**src/hdl/md5_pkg.sv**
```systemverilog
// md5 package: payload structs, round constants and helper functions
// used by the front end, the round engine and the top level; no dependencies
package md5_pkg;

    typedef struct packed {
        logic [63:0] message_data;
        logic [3:0]  byte_count;
        logic        end_of_message;
    } md5_in_t;

    typedef struct packed {
        logic [63:0] digest_half;
        logic        half_index;
        logic        last_half;
    } md5_out_t;

    // item passed from front end to back end: normalized bytes and flag
    typedef struct packed {
        logic [63:0] data;
        logic [3:0]  count;
        logic        eom;
    } md5_cmd_t;

    localparam int QDEPTH = 4;
    localparam int QAW    = 2;

    localparam logic [31:0] INIT_A = 32'h67452301;
    localparam logic [31:0] INIT_B = 32'hefcdab89;
    localparam logic [31:0] INIT_C = 32'h98badcfe;
    localparam logic [31:0] INIT_D = 32'h10325476;
    localparam logic [7:0]  PAD_BYTE = 8'h80;
    localparam logic [5:0]  LEN_POS  = 6'd56;

    function automatic logic [31:0] md5_k(input logic [5:0] i);
        logic [31:0] k;
        case (i)
            6'd0: k = 32'hd76aa478;  6'd1: k = 32'he8c7b756;
            6'd2: k = 32'h242070db;  6'd3: k = 32'hc1bdceee;
            6'd4: k = 32'hf57c0faf;  6'd5: k = 32'h4787c62a;
            6'd6: k = 32'ha8304613;  6'd7: k = 32'hfd469501;
            6'd8: k = 32'h698098d8;  6'd9: k = 32'h8b44f7af;
            6'd10: k = 32'hffff5bb1; 6'd11: k = 32'h895cd7be;
            6'd12: k = 32'h6b901122; 6'd13: k = 32'hfd987193;
            6'd14: k = 32'ha679438e; 6'd15: k = 32'h49b40821;
            6'd16: k = 32'hf61e2562; 6'd17: k = 32'hc040b340;
            6'd18: k = 32'h265e5a51; 6'd19: k = 32'he9b6c7aa;
            6'd20: k = 32'hd62f105d; 6'd21: k = 32'h02441453;
            6'd22: k = 32'hd8a1e681; 6'd23: k = 32'he7d3fbc8;
            6'd24: k = 32'h21e1cde6; 6'd25: k = 32'hc33707d6;
            6'd26: k = 32'hf4d50d87; 6'd27: k = 32'h455a14ed;
            6'd28: k = 32'ha9e3e905; 6'd29: k = 32'hfcefa3f8;
            6'd30: k = 32'h676f02d9; 6'd31: k = 32'h8d2a4c8a;
            6'd32: k = 32'hfffa3942; 6'd33: k = 32'h8771f681;
            6'd34: k = 32'h6d9d6122; 6'd35: k = 32'hfde5380c;
            6'd36: k = 32'ha4beea44; 6'd37: k = 32'h4bdecfa9;
            6'd38: k = 32'hf6bb4b60; 6'd39: k = 32'hbebfbc70;
            6'd40: k = 32'h289b7ec6; 6'd41: k = 32'heaa127fa;
            6'd42: k = 32'hd4ef3085; 6'd43: k = 32'h04881d05;
            6'd44: k = 32'hd9d4d039; 6'd45: k = 32'he6db99e5;
            6'd46: k = 32'h1fa27cf8; 6'd47: k = 32'hc4ac5665;
            6'd48: k = 32'hf4292244; 6'd49: k = 32'h432aff97;
            6'd50: k = 32'hab9423a7; 6'd51: k = 32'hfc93a039;
            6'd52: k = 32'h655b59c3; 6'd53: k = 32'h8f0ccc92;
            6'd54: k = 32'hffeff47d; 6'd55: k = 32'h85845dd1;
            6'd56: k = 32'h6fa87e4f; 6'd57: k = 32'hfe2ce6e0;
            6'd58: k = 32'ha3014314; 6'd59: k = 32'h4e0811a1;
            6'd60: k = 32'hf7537e82; 6'd61: k = 32'hbd3af235;
            6'd62: k = 32'h2ad7d2bb; default: k = 32'heb86d391;
        endcase
        return k;
    endfunction

    function automatic logic [4:0] md5_rot(input logic [5:0] i);
        logic [4:0] s;
        case ({i[5:4], i[1:0]})
            4'd0: s = 5'd7;   4'd1: s = 5'd12;  4'd2: s = 5'd17;  4'd3: s = 5'd22;
            4'd4: s = 5'd5;   4'd5: s = 5'd9;   4'd6: s = 5'd14;  4'd7: s = 5'd20;
            4'd8: s = 5'd4;   4'd9: s = 5'd11;  4'd10: s = 5'd16; 4'd11: s = 5'd23;
            4'd12: s = 5'd6;  4'd13: s = 5'd10; 4'd14: s = 5'd15; default: s = 5'd21;
        endcase
        return s;
    endfunction

    // message word index for round i
    function automatic logic [3:0] md5_g(input logic [5:0] i);
        logic [3:0] g;
        case (i[5:4])
            2'd0: g = i[3:0];
            2'd1: g = 4'(5 * i[3:0] + 1);
            2'd2: g = 4'(3 * i[3:0] + 5);
            default: g = 4'(7 * i[3:0]);
        endcase
        return g;
    endfunction

endpackage

```
**src/hdl/md5_front.sv**
```systemverilog
// md5 front end: accepts items, saturates the byte count, drops ignored bits
// and queues normalized commands for the back end; depends on md5_pkg
module md5_front import md5_pkg::*; (
    input  logic     aclk,
    input  logic     aresetn,
    input  logic     s_valid,
    output logic     s_ready,
    input  md5_in_t  s_data,
    output logic     q_valid,
    input  logic     q_ready,
    output md5_cmd_t q_data
);

    md5_cmd_t       mem_reg [QDEPTH];
    logic [QAW:0]   wptr_reg, rptr_reg;
    logic [3:0]     cnt;
    logic [63:0]    mask;

    assign s_ready = (wptr_reg - rptr_reg) != 3'(QDEPTH);
    assign q_valid = wptr_reg != rptr_reg;
    assign q_data  = mem_reg[rptr_reg[QAW-1:0]];

    // classify: saturate count, clear bytes above it
    always_comb begin
        cnt  = (s_data.byte_count > 4'd8) ? 4'd8 : s_data.byte_count;
        mask = '0;
        for (int i = 0; i < 8; i++) begin
            if (4'(i) < cnt) mask[8*i +: 8] = 8'hff;
        end
    end

    always_ff @(posedge aclk) begin
        if (!aresetn) begin
            wptr_reg <= '0;
            rptr_reg <= '0;
        end else begin
            if (s_valid && s_ready) begin
                mem_reg[wptr_reg[QAW-1:0]] <= '{data: s_data.message_data & mask,
                                                count: cnt, eom: s_data.end_of_message};
                wptr_reg <= wptr_reg + 1'b1;
            end
            if (q_valid && q_ready) rptr_reg <= rptr_reg + 1'b1;
        end
    end

endmodule

```
**src/hdl/md5_back.sv**
```systemverilog
// md5 back end: byte packing into a block register, padding sequencer,
// one-round-per-cycle compression and digest output; depends on md5_pkg
module md5_back import md5_pkg::*; (
    input  logic     aclk,
    input  logic     aresetn,
    input  logic     q_valid,
    output logic     q_ready,
    input  md5_cmd_t q_data,
    output logic     m_valid,
    input  logic     m_ready,
    output md5_out_t m_data
);

    typedef enum logic [2:0] {
        S_IDLE, S_ABSORB, S_ROUND, S_PAD, S_OUT0, S_OUT1
    } state_t;

    state_t       state_reg;
    logic [511:0] blk_reg;
    logic [31:0]  h_reg [4];
    logic [31:0]  a_reg, b_reg, c_reg, d_reg;
    logic [5:0]   fill_reg, rnd_reg;
    logic [63:0]  bits_reg, len_reg;
    logic [63:0]  data_reg;
    logic [3:0]   left_reg;
    logic         eom_reg, pad_reg, padded_reg;
    logic         padding_reg, lenok_reg;

    // single round datapath
    logic [31:0] f, m, sum, rot;
    logic [4:0]  s;
    always_comb begin
        case (rnd_reg[5:4])
            2'd0: f = (b_reg & c_reg) | (~b_reg & d_reg);
            2'd1: f = (b_reg & d_reg) | (c_reg & ~d_reg);
            2'd2: f = b_reg ^ c_reg ^ d_reg;
            default: f = c_reg ^ (b_reg | ~d_reg);
        endcase
        m   = blk_reg[32*md5_g(rnd_reg) +: 32];
        sum = a_reg + f + md5_k(rnd_reg) + m;
        s   = md5_rot(rnd_reg);
        rot = (sum << s) | (sum >> (6'd32 - {1'b0, s}));
    end

    assign q_ready = state_reg == S_IDLE;
    assign m_valid = state_reg == S_OUT0 || state_reg == S_OUT1;
    always_comb begin
        m_data.half_index = state_reg == S_OUT1;
        m_data.last_half  = state_reg == S_OUT1;
        m_data.digest_half = (state_reg == S_OUT1) ? {h_reg[3], h_reg[2]}
                                                   : {h_reg[1], h_reg[0]};
    end

    // sequencer, one byte per cycle while absorbing or padding
    always_ff @(posedge aclk) begin
        if (!aresetn) begin
            state_reg <= S_IDLE;
            fill_reg  <= '0;
            bits_reg  <= '0;
            pad_reg   <= 1'b0;
            h_reg     <= '{INIT_A, INIT_B, INIT_C, INIT_D};
        end else begin
            case (state_reg)
                S_IDLE: if (q_valid) begin
                    data_reg    <= q_data.data;
                    left_reg    <= q_data.count;
                    eom_reg     <= q_data.eom;
                    padded_reg  <= 1'b0;
                    padding_reg <= 1'b0;
                    bits_reg    <= bits_reg + {57'd0, q_data.count, 3'd0};
                    len_reg     <= bits_reg + {57'd0, q_data.count, 3'd0};
                    state_reg   <= S_ABSORB;
                end
                S_ABSORB: begin
                    if (left_reg == 4'd0) begin
                        if (eom_reg) begin
                            pad_reg     <= 1'b1;
                            padding_reg <= 1'b1;
                            state_reg   <= S_PAD;
                        end else begin
                            state_reg <= S_IDLE;
                        end
                    end else begin
                        blk_reg[8*fill_reg +: 8] <= data_reg[7:0];
                        data_reg <= data_reg >> 8;
                        left_reg <= left_reg - 1'b1;
                        fill_reg <= fill_reg + 1'b1;
                        if (fill_reg == 6'd63) begin
                            {a_reg, b_reg, c_reg, d_reg} <=
                                {h_reg[0], h_reg[1], h_reg[2], h_reg[3]};
                            rnd_reg   <= '0;
                            state_reg <= S_ROUND;
                        end
                    end
                end
                S_ROUND: begin
                    a_reg <= d_reg;
                    d_reg <= c_reg;
                    c_reg <= b_reg;
                    b_reg <= b_reg + rot;
                    rnd_reg <= rnd_reg + 1'b1;
                    if (rnd_reg == 6'd63) begin
                        h_reg[0] <= h_reg[0] + d_reg;
                        h_reg[1] <= h_reg[1] + b_reg + rot;
                        h_reg[2] <= h_reg[2] + b_reg;
                        h_reg[3] <= h_reg[3] + c_reg;
                        if (padded_reg) state_reg <= S_OUT0;
                        else if (padding_reg) state_reg <= S_PAD;
                        else state_reg <= S_ABSORB;
                    end
                end
                S_PAD: begin
                    if (pad_reg) begin
                        blk_reg[8*fill_reg +: 8] <= PAD_BYTE;
                        pad_reg <= 1'b0;
                    end else if (lenok_reg && fill_reg >= LEN_POS) begin
                        blk_reg[8*fill_reg +: 8] <= len_reg[8*fill_reg[2:0] +: 8];
                    end else begin
                        blk_reg[8*fill_reg +: 8] <= 8'h00;
                    end
                    // length fits in this block only if the pad byte landed before it
                    if (fill_reg == 6'd63) lenok_reg <= 1'b1;
                    else if (pad_reg) lenok_reg <= fill_reg < LEN_POS;
                    fill_reg <= fill_reg + 1'b1;
                    if (fill_reg == 6'd63) begin
                        {a_reg, b_reg, c_reg, d_reg} <=
                            {h_reg[0], h_reg[1], h_reg[2], h_reg[3]};
                        rnd_reg    <= '0;
                        // length bytes only go in once the pad byte is placed
                        padded_reg <= !pad_reg && lenok_reg;
                        state_reg  <= S_ROUND;
                    end
                end
                S_OUT0: if (m_ready) state_reg <= S_OUT1;
                S_OUT1: if (m_ready) begin
                    h_reg     <= '{INIT_A, INIT_B, INIT_C, INIT_D};
                    bits_reg  <= '0;
                    fill_reg  <= '0;
                    state_reg <= S_IDLE;
                end
                default: state_reg <= S_IDLE;
            endcase
        end
    end

endmodule

```
**src/hdl/md5_message_digest.sv**
```systemverilog
// Streaming MD5 hasher. Items of up to eight bytes enter through s_, are
// queued, and a back end absorbs one byte per cycle, pausing while each full
// 64-byte block runs through the one-round-per-cycle compression unit. The
// back end takes one item from the queue, absorbs its bytes, and returns to
// idle before it can take the next item.
// End of message adds padding bytes and one or two
// compressions, then two digest halves on m_.
// Depends on md5_pkg, md5_front, md5_back.
module md5_message_digest import md5_pkg::*; (
    input  logic     aclk,
    input  logic     aresetn,
    input  logic     s_valid,
    output logic     s_ready,
    input  md5_in_t  s_data,
    output logic     m_valid,
    input  logic     m_ready,
    output md5_out_t m_data
);

    logic     q_valid, q_ready;
    md5_cmd_t q_data;

    md5_front u_front (
        .aclk, .aresetn, .s_valid, .s_ready, .s_data,
        .q_valid, .q_ready, .q_data
    );

    md5_back u_back (
        .aclk, .aresetn, .q_valid, .q_ready, .q_data,
        .m_valid, .m_ready, .m_data
    );

    // first half never carries the last flag, second always does
    a_half: assert property (@(posedge aclk) disable iff (!aresetn)
        m_valid |-> (m_data.half_index == m_data.last_half)) else $error("half flags");
    // a taken first half is followed by the second
    a_seq: assert property (@(posedge aclk) disable iff (!aresetn)
        (m_valid && m_ready && !m_data.last_half) |=> (m_valid && m_data.last_half))
        else $error("missing second half");
    // queue hands nothing to a busy back end
    a_q: assert property (@(posedge aclk) disable iff (!aresetn)
        (q_valid && q_ready) |=> !q_ready) else $error("back end took two items");

endmodule

```
**config.mk**
```make
export PLATFORM = sky130hd
export DESIGN_NAME = md5_message_digest
export DESIGN_NICKNAME = d
export VERILOG_FILES = /design/src/hdl/md5_pkg.sv /design/src/hdl/md5_front.sv /design/src/hdl/md5_back.sv /design/src/hdl/md5_message_digest.sv
export SDC_FILE = /design/constraint.sdc
export NUM_CORES = 2
export LEC_CHECK = 0
export BUFFER_PORTS_ARGS = -buffer_cell sky130_fd_sc_hd__buf_2
export CORE_MARGIN = 2
export CORE_UTILIZATION = 49
export DETAILED_ROUTE_END_ITERATION = 7
export PLACE_DENSITY = 0.62
export SLEW_MARGIN = 30
export SYNTH_ARGS = -nofsm -noshare
export SYNTH_HDL_FRONTEND = slang
export SYNTH_SLANG_ARGS = --single-unit
```
**constraint.sdc**
```tcl
create_clock -name aclk -period 33.1 [get_ports aclk]
set_input_delay 1.655 -clock aclk [delete_from_list [all_inputs] [get_ports aclk]]
set_output_delay 1.655 -clock aclk [all_outputs]
set_load 0.1 [all_outputs]
```
==> metrics.md <==
| Metric | Value |
|---|---|
| Total gr overflow | 0 |
| First-pass GRT wire length | 396 mm |
| Area of the die | 167000 um2 |
| FF-to-FF path depth | 45 |
| Reg2reg start | u_back.rnd_reg[0] |
| Post-CTS Setup Inserts | 0 |
| PostCTS Resize Cnt | 0 |
| Fmax | 75.8 MHz |
| DRC Markers | 1 |
| Overall die height | 409 um |
| TNS Setup | 0 ns |
| Number of flip-flops in the largest register | 512 |
| Critical setup path kind | reg2reg |
| Clock tree root buffer cell | clkbuf_16 |
| Slowest-stage cell, CP | a2111oi_1 |
| Tcrit/Tclk final | 0.399 |
| Outcome | complete, but fails checks |
| Die W | 409 um |
| Fin crit period | 13.19 ns |
| Yosys cell types | 100 |
| Min-Delay Path Class | reg2reg |
| Worst Tran Pin Value | 1.19 ns |
| Reg-to-reg slack, setup | 19.91 ns |
| Critical Path Sink Type | flop |
| GPL Wtd Cong | 0.978 |
| CTS clock-pin slew for the worst setup and hold paths | 0.06 ns |
| Relative slew slack | 0.201 |
| Gate Count Post-Synth | 8151 |
| Hold_sp | u_back.h_reg[71] |
| WHS Endpoint | u_back.h_reg[71] |
| CTS Hold Bufs | 0 |
| Share of cells above drive strength 1 | 0.105 |
| Setup crit start kind | flop |
| N_diodes | 0 |
| Maximum number of pins on one net before global-route repair | 224 |
| Num Clock Sinks | 1299 |
| Worst EP arrival | 13.87 ns |
| Mapped Area | 80200 um2 |
| #FFs+latches synth | 1299 |
| Sequential area share after synthesis | 0.456 |
| Max Cap Viol | 0 |
| Initial drt markers | 8891 |
| Final Max Slew Viols | 0 |
| CTS buffer count | 149 |
| Reg2reg end | u_back.h_reg[95] |
| Vias/cell | 6.38 |
| Port Buffers | 140 |
| H-tree levels | 4 |
| EDFF count, synth | 1055 |
| Cell mode on critical path | fa_1 |
| Top Ports | 141 |
| Post-route ant nets | 0 |
| Mean post-synth cell area | 9.84 um2 |
| Critical path data required time | 33.78 ns |
| FP Rows | 148 |
| Fraction of registers with async set/reset | 0 |
| DR WL/cell | 25.6 um |
| Clock skew | 0.0819 ns |
| Clk_lat worst skew | 0.84 ns |
| CP max FO | 42 |
| Initial antenna violation count | 8 |
| Violated checks | DRC |
| Cell taking the most area after synthesis | edfxtp_1 |
| Synth warnings | 0 |
| Core Area | 163000 um2 |
| Longest Clk Path Bufs | 3 |
| RSZ-0062 raised after global routing | false |
| Vias | 65800 |
| Wirelength, routed | 264 mm |
| Yosys top cell area share | 0.395 |
| Top cells by area, synth | edfxtp_1, dfxtp_1, mux4_2 |
| Initial DRT Pass Iterations | 8 |
| Vias in the first global route | 61400 |
| Starting Density | 0.493 |
| Mapped Nets | 8555 |
| Area Growth Syn to Fin | 9.56% |
| Final setup viols | 0 |
| Final Hold Fails | 0 |
| Fin nets | 8421 |
| Gr usage total | 0.309 |
| Worst hold path cell count | 2 |
| Synth Flop Type | edfxtp_1 |
| CTS tree | built |
| Max stage delay on crit path | 0.66 ns |
| DP Wirelength | 185 mm |
cell families after synthesis:
logic type	Yosys count	share of synthesized area
adders and majority gates	333	0.0614
DFF	1299	0.456
and+or+nand+nor	2765	0.156
xor gates and xnor gates	291	0.0325
muxes	361	0.0788
buffers and inverters	952	0.0449
AOI/OAI and AO/OA	2150	0.170
worst max-delay path: cells and delay by family, from the launching register on:
family | cells | cell delay, ns
AOI/OAI and AO/OA | 20 | 5.49
buffers and inverters | 4 | 0.88
xor gates and xnor gates | 2 | 0.57
DFF | 1 | 0.60
adders and majority gates | 8 | 3.18
muxes | 2 | 0.63
and+or+nand+nor | 9 | 1.67
synthesized netlist by cell type, types with 33 or more instances:
master / number
nand2_1: 1059
a22oi_1: 77
xnor2_1: 156
o211ai_1: 38
nor3_1: 150
a31oi_1: 82
o22a_1: 33
clkbuf_1: 485
edfxtp_1: 1055
inv_1: 377
mux4_2: 212
fa_1: 101
a21oi_1: 394
a311oi_1: 47
o22ai_1: 78
nor2_1: 533
and2_1: 40
ha_1: 230
o21a_1: 36
a211oi_1: 86
mux2_2: 33
o21ai_0: 689
xor2_1: 129
dfxtp_1: 244
nand3_1: 579
o31ai_1: 264
buf_1: 67
a21o_1: 97
and3_1: 38
nor2b_1: 207
mux2i_1: 114
stage by stage:
step	cells	hold WS, ns	util	cell area (um2)	setup slack, ns
5_1_grt	10300	0.520	0.540	87900	19.14
6_report	10300	0.499	0.540	87900	19.91
3_5_place_dp	10000	0.485	0.510	82900	20.06
3_3_place_gp	10000	0.474	0.509	82800	20.13
2_1_floorplan	8151	0.462	-	80200	21.82
4_1_cts	10300	0.498	0.540	87800	20.00
per-layer routing:
layer | GRT usage | part of all wire | wire length, um
met1 | 0.442 | 0.42 | 111000
met3 | 0.0570 | 0.092 | 24200
met2 | 0.468 | 0.45 | 118000
met4 | 0.117 | 0.041 | 10700
met5 | 0 | 0.00016 | 41
layout by cell type (no fill, tap or decap), types with 32 or more instances in the layout:
cell type	instances
edfxtp_1	1055
nand2_1	1053
o21ai_0	636
nand3_1	576
nor2_1	529
a21oi_1	390
inv_1	375
o31ai_1	264
dfxtp_1	239
ha_1	229
mux4_2	211
nor2b_1	206
xnor2_1	153
clkbuf_16	150
nor3_1	146
buf_2	140
buf_4	134
xor2_1	128
mux2i_1	111
fa_1	101
a21o_1	97
a211oi_1	86
a31oi_1	80
o22ai_1	78
a22oi_1	76
o21ai_1	63
a311oi_1	40
clkbuf_1	39
o211ai_1	38
and2_1	38
o21a_1	36
mux2_2	33
o22a_1	33
and3_1	32
worst max path at each step:
| stage | slack (ns) | end | depth (start not counted) | start |
|---|---|---|---|---|
| after detailed placement | 20.06 | u_back.h_reg[95] | 45 | u_back.rnd_reg[0] |
| after global placement | 20.13 | u_back.h_reg[95] | 45 | u_back.rnd_reg[0] |
| after global routing | 19.14 | u_back.h_reg[95] | 45 | u_back.rnd_reg[0] |
| after floorplan | 21.82 | u_back.h_reg[95] | 47 | u_back.rnd_reg[0] |
| after CTS | 20.00 | u_back.h_reg[95] | 45 | u_back.rnd_reg[0] |
| final | 19.91 | u_back.h_reg[95] | 45 | u_back.rnd_reg[0] |
layout make-up:
class                      instances  area [um2]
timing repair buffer             284        1920
sequential                      1299       36600
multi-input combinational       5900       40400
clock buffer                     195        3980
inverter                         383        1450
fill                           14600       74700
tap                             2175        2720
clock inverter                    73         847
Power is not shown: default switching activity piles up to over one toggle a cycle in this logic, so the estimate is an artifact.
